==> config.mk <==
export PLATFORM = sky130hd
export DESIGN_NAME = tlpw_ram
export DESIGN_NICKNAME = d
export VERILOG_FILES = /design/src/design/tlpw_ram.sv
export SDC_FILE = /design/constraint.sdc
export NUM_CORES = 1
export LEC_CHECK = 0
export BUFFER_PORTS_ARGS = -buffer_cell sky130_fd_sc_hd__buf_2
export CAP_MARGIN = 40
export CORE_UTILIZATION = 24
export DETAILED_ROUTE_END_ITERATION = 16
export PLACE_DENSITY = 0.36
export SKIP_CTS_REPAIR_TIMING = 1
export SLEW_MARGIN = 20
export SYNTH_ARGS = -nofsm -noshare
export SYNTH_HDL_FRONTEND = slang
export SYNTH_SLANG_ARGS = --single-unit
==> constraint.sdc <==
create_clock -name clk_i -period 2.37 [get_ports clk_i]
set_input_delay 0.711 -clock clk_i [delete_from_list [all_inputs] [get_ports clk_i]]
set_output_delay 0.711 -clock clk_i [all_outputs]
set_load 0.01 [all_outputs]
==> src/design/tlpw_ram.sv <==
`timescale 1ns / 1ps
module tlpw_ram #(
  parameter int unsigned Width = 8,
  parameter int unsigned Depth = 16
) (
  input  logic                     clk_i,
  input  logic                     we_i,
  input  logic [$clog2(Depth)-1:0] waddr_i,
  input  logic [Width-1:0]         wdata_i,
  input  logic [$clog2(Depth)-1:0] raddr_i,
  output logic [Width-1:0]         rdata_o
);

  logic [Width-1:0] mem_q [Depth];

  always_ff @(posedge clk_i) begin
    if (we_i) begin
      mem_q[waddr_i] <= wdata_i;
    end
    rdata_o <= mem_q[raddr_i];
  end

endmodule

### Word level (Yosys, flattened, before mapping)

Memory sizes are Yosys's and may differ from the RTL's. A register that Yosys moved wholly into a read port is not among the register bits.
Cells that the tools add are included.

| cells by class | value |
|---|---|
| muxes and demuxes | 2 |
| reduce and logical (&&, ||, !) cells | 0 |
| add/subtract/negate cells | 0 |
| order comparisons | 0 |
| shift-type cells | 0 |
| bitwise logic cells | 0 |
| multipliers | 0 |
| divide/modulo/power cells | 0 |
| equality and inequality tests | 0 |

Operators by type and width:

| operator | count |
|---|---|
| $mux 1 | 2 |

| word-level totals | value |
|---|---|
| memories kept | 1 |
| register bits after elaboration | 0 |
| output and inout bits | 8 |
| bits in latches | 0 |
| bits in writable memories | 128 |
| bits in read-only memories | 0 |
| word-level logic and storage cells | 3 |

Memory list:

| memory | words | bits a word | rd ports | clocked after Yosys merged registers in | write ports | RTL line | source |
|---|---|---|---|---|---|---|---|
| mem_q | 16 | 8 | 1 | 1 | 1 | 14 | `logic [Width-1:0] mem_q [Depth];` |

### Longest topological paths before layout

Gate-level depths: netlist (run 1).

| depth | value |
|---|---|
| word-level depth | 2 |
| gate-level depth with buffers | 5 |
| gate-level depth less buffers | 3 |

### Least setup slack after synthesis (run 1)

Ideal clock, no wire load.

| path | value |
|---|---|
| kind | input -> register |
| start | input port waddr_i[2] |
| end | memory mem_q[0][0] (enable) |
| cell stages on the path | 2 |
| slack | 0.166 ns |
| library setup time | 0.383 ns |
| arrival | 1.821 ns |
| data required time | 1.987 ns |
| buffers on the path | 0 |
| cells stage by stage | or3b_2 > nor3_1 |

RTL lines:

| what | RTL line | source |
|---|---|---|
| start: declaration | 8 | `input logic [$clog2(Depth)-1:0] waddr_i,` |
| end: declaration | 14 |  |

No word-level cell before the write port.

==> impl_metrics.json, run 1 <==
{
  "final_cells": 576,
  "die_h_um": 148,
  "htreeDepth": 4,
  "gr-usage-met2_pct": 18.3,
  "io_buffers": 25,
  "clk_pin_slew_ps": 60,
  "yosysSeqAreaShare_pct": 77.8,
  "finalSetupViolCount": 0,
  "grt_max_degree": 27,
  "seq_area_sq_um": 4000,
  "swShare_pct": 19.2,
  "r2r-end": "rdata_o[1]$_DFF_P_",
  "crit_fanout": 26,
  "tns_ps": 0,
  "clk_latency_ps": 410,
  "holdCritPathClass": "in2reg",
  "min_period_ps": 1820,
  "grt_pass1_vias": 2597,
  "max_cap_violations": 0,
  "cts_root_buffer": "clkbuf_16",
  "synth_area_sq_um": 5150,
  "cts_tree": "built",
  "dpl.cell_count": 543,
  "drive_above_1_share_pct": 33.2,
  "detailed_place_hpwl_um": 7770,
  "drt_pass1_iterations": 4,
  "crit_required_ps": 2660,
  "crit_arrival_ps": 2110,
  "drt-initial-drc-count": 142,
  "die-area_sq_um": 22000,
  "cp-start-kind": "input pin",
  "pwr-share-seq_pct": 45.0,
  "powerDensity_nw_per_um2": 934,
  "fin_skew_ps": 5.67,
  "end_kind": "flip-flop",
  "fillers": 2010,
  "yosys_most_used_dff": "edfxtp_1",
  "crit_type": "in2reg",
  "multiInputGateArea_sq_um": 1060,
  "area_delta_synth_final_pct": 25.2,
  "finalHoldViolations": 0,
  "p_clk_share_pct": 50.5,
  "switchingPower_uw": 1160,
  "start_util_pct": 24.5,
  "intPower_uw": 4860,
  "synth_warnings": 0,
  "tightest_slew_ps": 472,
  "ioPinCount": 26,
  "comb_power_share_pct": 4.5,
  "use_met1_pct": 15.9,
  "grt-ovfl-total": 0,
  "ys_seq_elements": 136,
  "core_sq_um": 21000,
  "die_x_um": 148,
  "drc_errors": 0,
  "synthTopCellsByCount": "edfxtp_1 (128), mux4_2 (18), a22oi_1 (16)",
  "clock-sinks": 136,
  "async_flop_share_pct": 0,
  "worstHoldStart": "wdata_i[2]",
  "std_cell_rows": 53,
  "reg2reg_depth": 3,
  "syn-num-nets": 247,
  "yosys-top-cells-area": "edfxtp_1 (75%), mux4_2 (7.9%), mux4_1 (7.1%), dfxtp_1 (3.1%), a22oi_1 (2.3%)",
  "regToRegSetupSlack_ps": 940,
  "syn_inst": 229,
  "finalMaxSlewViolations": 0,
  "numCtsBuffers": 17,
  "p_leak_uw": 0.00217,
  "gp_congestion": 0.690,
  "syn_area_per_cell_sq_um": 22.5,
  "relSlewSlack_pct": 68.6,
  "diodes": 0,
  "dp_slack_ps": 107,
  "peakVddDrop_uv": 349,
  "ant_nets": 0,
  "grt_first_pass_wirelength_um": 17800,
  "synth.most_common_cell": "edfxtp_1",
  "whs_path_depth": 1,
  "yosysTopAreaCell": "edfxtp_1",
  "crit-reg2reg-launch": "mem_q[1][1]$_DFFE_PP_",
  "vias_per_cell": 4.19,
  "worstHoldEndpoint": "mem_q[7][2]$_DFFE_PP_",
  "wl_per_cell_um": 20.9,
  "vias": 2412,
  "run_status": "complete, no violations",
  "yosysTopAreaCellShare_pct": 74.7,
  "grt_use_total_pct": 12.0,
  "fmax_mhz": 551,
  "grt_util_met3_pct": 4.26,
  "routed_wl_um": 12100,
  "clock_path_buffers": 2,
  "finalWorstSetupSlack_ps": 555,
  "busiest_layer": "met2",
  "yosysUniqueCellTypes": 19,
  "synth_edf_count": 128,
  "antenna_found_initial": 1,
  "nets": 306,
  "finalCritPeriodShare_pct": 76.6,
  "rsz0062_at_grt": "no"
}
## cell type report
cell class | count | area share, %
clock buffer | 21 | 7.30
clock inverter | 11 | 3.36
multi-input combinational | 83 | 16.4
sequential | 136 | 62.1
tap | 275 | 5.34
timing repair buffer | 50 | 5.44
## placed cells by master, fill, tap and decap left out, drive strengths merged, types with 2 or more instances in the layout
master | synthesis | final
nor3 | 4 | 4
a22oi | 16 | 16
dfxtp | 8 | 8
edfxtp | 128 | 128
clkinvlp | 0 | 3
nand3b | 2 | 2
nand2b | 2 | 2
buf | 7 | 49
nor2 | 13 | 13
mux4 | 32 | 32
bufinv | 0 | 6
clkbuf | 0 | 22
nand2 | 9 | 9
## power groups by stage
stage / clock, uW / sequential (uW) / combinational (uW)
global route: 3190 / 2710 / 298
floorplan: 0 / 2760 / 136
finish: 3040 / 2710 / 271
global placement: 0 / 2760 / 278
detailed placement: 0 / 2760 / 279
CTS: 3090 / 2710 / 280
## kinds of logic after synthesis
group / share of synthesized area (%)
buffers and inverters: 1.68
muxes: 15.0
DFF: 77.8
AOI/OAI and AO/OA: 2.33
and+or+nand+nor: 3.18
## critical path, stage by stage
cell and delay (ps):
buf_2 130, buf_12 230, mux4_1 610, a22oi_1 310, nand2_1 90
## metal layers
metal / wire, um / part of all wire (%)
met1: 5800 / 48
met2: 5670 / 47
met5: 10 / 0.083
met3: 474 / 3.9
met4: 93 / 0.77
## through the flow
stage | hold WS, ps | cell area, sq um | util [%] | total power [uW]
floorplan | 629 | 5150 | - | 2890
CTS | 673 | 6430 | 30.6 | 6080
detailed placement | 669 | 5750 | 27.3 | 3040
global route | 674 | 6440 | 30.6 | 6200
global placement | 654 | 5750 | 27.3 | 3040
finish | 680 | 6440 | 30.6 | 6020
## state kept, by name, indices dropped and copies added, names as in the netlist
register / count
mem_q: 128
rdata_o: 8
## worst max-delay path by stage
stage | from | endpoint | depth (start not counted)
floorplan | waddr_i[2] | mem_q[0][0]$_DFFE_PP_ | 2
global placement | raddr_i[0] | rdata_o[1]$_DFF_P_ | 5
detailed placement | raddr_i[0] | rdata_o[1]$_DFF_P_ | 5
CTS | raddr_i[0] | rdata_o[1]$_DFF_P_ | 5
global route | raddr_i[0] | rdata_o[4]$_DFF_P_ | 5
finish | raddr_i[0] | rdata_o[1]$_DFF_P_ | 5
Power figures use the tool's default switching activity.
==> inputs of run 2 (changes only) <==
==> constraint.sdc (replaced) <==
create_clock -name clk_i -period 1.87 [get_ports clk_i]
set_input_delay 0.561 -clock clk_i [delete_from_list [all_inputs] [get_ports clk_i]]
set_output_delay 0.561 -clock clk_i [all_outputs]
set_load 0.01 [all_outputs]
==> run 2 against run 1 <==
Net effect: non-clock buffer count is 1 higher; via count grew 0.54%; cell count increased by 0.17%; wire length is 3.9% lower; critical path depth rose by 1; count of clock-buffer cells in the layout down 4; design area is 0.27% lower; sequential power rose by 27%.
==> impl_metrics.json, run 2 (same netlist as run 1, synthesis figures left out) <==
{
  "final_cell_area_sq_um": 6420,
  "top_register": "mem_q",
  "finalHoldViolations": 0,
  "final_core_util_pct": 30.6,
  "max_cap_violations": 0,
  "rsz0062_at_grt": "no",
  "ioPinCount": 26,
  "io_buffers": 25,
  "clk_latency_ps": 420,
  "clk_pin_slew_ps": 60,
  "cp-start-kind": "input pin",
  "clock_path_buffers": 2,
  "holdCritPathClass": "in2reg",
  "regToRegSetupSlack_ps": 550,
  "run_status": "complete, no violations",
  "holdWs_ps": 534,
  "largest_reg_flops": 128,
  "ant_nets": 0,
  "diodes": 0,
  "htreeDepth": 4,
  "tightest_slew_ps": 836,
  "core_sq_um": 21000,
  "relSlewSlack_pct": 44.0,
  "place_area_sq_um": 5770,
  "antenna_found_initial": 1,
  "std_cell_rows": 53,
  "numCtsBuffers": 17,
  "routed_wl_um": 11600,
  "die-area_sq_um": 22000,
  "drive_above_1_share_pct": 33.4,
  "drc_errors": 0,
  "crit_type": "in2reg",
  "area_delta_synth_final_pct": 24.8,
  "clock-sinks": 136,
  "nets": 307,
  "crit_fanout": 14,
  "p_leak_uw": 0.00216,
  "finalSetupViolCount": 0,
  "start_util_pct": 24.5,
  "fin_skew_ps": 7.03,
  "min_period_ps": 1620,
  "grt_use_total_pct": 11.5,
  "cts_tree": "built",
  "die_x_um": 148,
  "cts_root_buffer": "clkbuf_16",
  "powerDensity_nw_per_um2": 1160,
  "end_kind": "flip-flop",
  "drt-initial-drc-count": 144,
  "finalCritPeriodShare_pct": 86.4,
  "most-common-layout-cells": "edfxtp_1 (128), buf_2 (25), buf_4 (23)",
  "final_common_cell": "edfxtp_1",
  "finalMaxSlewViolations": 0,
  "wl_per_cell_um": 20.1,
  "grt_max_degree": 22,
  "die_h_um": 148,
  "drt_pass1_iterations": 4,
  "crit_arrival_ps": 1910,
  "crit_required_ps": 2170,
  "vias": 2425,
  "gp_congestion": 0.682,
  "detailed_place_hpwl_um": 7780,
  "grt_first_pass_wirelength_um": 17200,
  "top_regs": "mem_q x128, rdata_o x8",
  "vias_per_cell": 4.20,
  "peakVddDrop_uv": 456,
  "tns_ps": 0,
  "grt_pass1_vias": 2613,
  "grt-ovfl-total": 0,
  "fmax_mhz": 619
}
[run 2: changes by cell type in the layout (fill, tap and decap cells not counted), moves of 2 or more]
cell,change
clkinv_1,+2
clkbuf_8,-3
buf_4,+2
clkinv_2,+3
[run 2: final cells by class]
class                           count  area (sq um)
Clock buffer                       17           425
Clock inverter                     15           231
Fill cell                        2017         14600
Multi-Input combinational cell     83          1060
Sequential cell                   136          4000
Tap cell                          275           344
Timing Repair Buffer               51           358
[run 2: final timing paths]
path	startpoint	cells past startpoint	endpoint
worst max-delay path	raddr_i[0]	6	rdata_o[3]$_DFF_P_
worst min-delay path	wdata_i[4]	1	mem_q[9][4]$_DFFE_PP_
worst max register to register	mem_q[9][2]$_DFFE_PP_	3	rdata_o[2]$_DFF_P_
worst min register to register	mem_q[4][7]$_DFFE_PP_	3	rdata_o[7]$_DFF_P_
[run 2: per-stage QoR]
step	power [uW]	std cells	setup WS, ps
6_report	7470	577	254
5_1_grt	7690	577	178
4_1_cts	7580	577	229
3_5_place_dp	3850	545	-223
3_3_place_gp	3850	545	-244
2_1_floorplan	3670	229	42.9
[run 2: where the power goes]
part	switching [uW]	leakage (uW)	total (uW)	internal [uW]
Combinational	196	0.000618	343	147
Clock	1210	0.000317	3690	2480
Sequential	22.1	0.00122	3430	3410
Total	1430	0.00216	7470	6030
[run 2: critical path, stage by stage]
cell and delay (ps):
buf_2 180, buf_12 190, buf_4 150, mux4_2 510, a22oi_1 240, nand2_1 70
[run 2: metal layers]
metal  share of wire, %  routed length [um]  up-vias  GRT usage (%)
li1                   -                   -     1094              -
met1                 47                5500     1274           14.9
met2                 48                5520       42           17.8
met3                3.4                 393       13           3.34
met4                1.4                 158        2           4.64
met5               0.11                  13        -              0
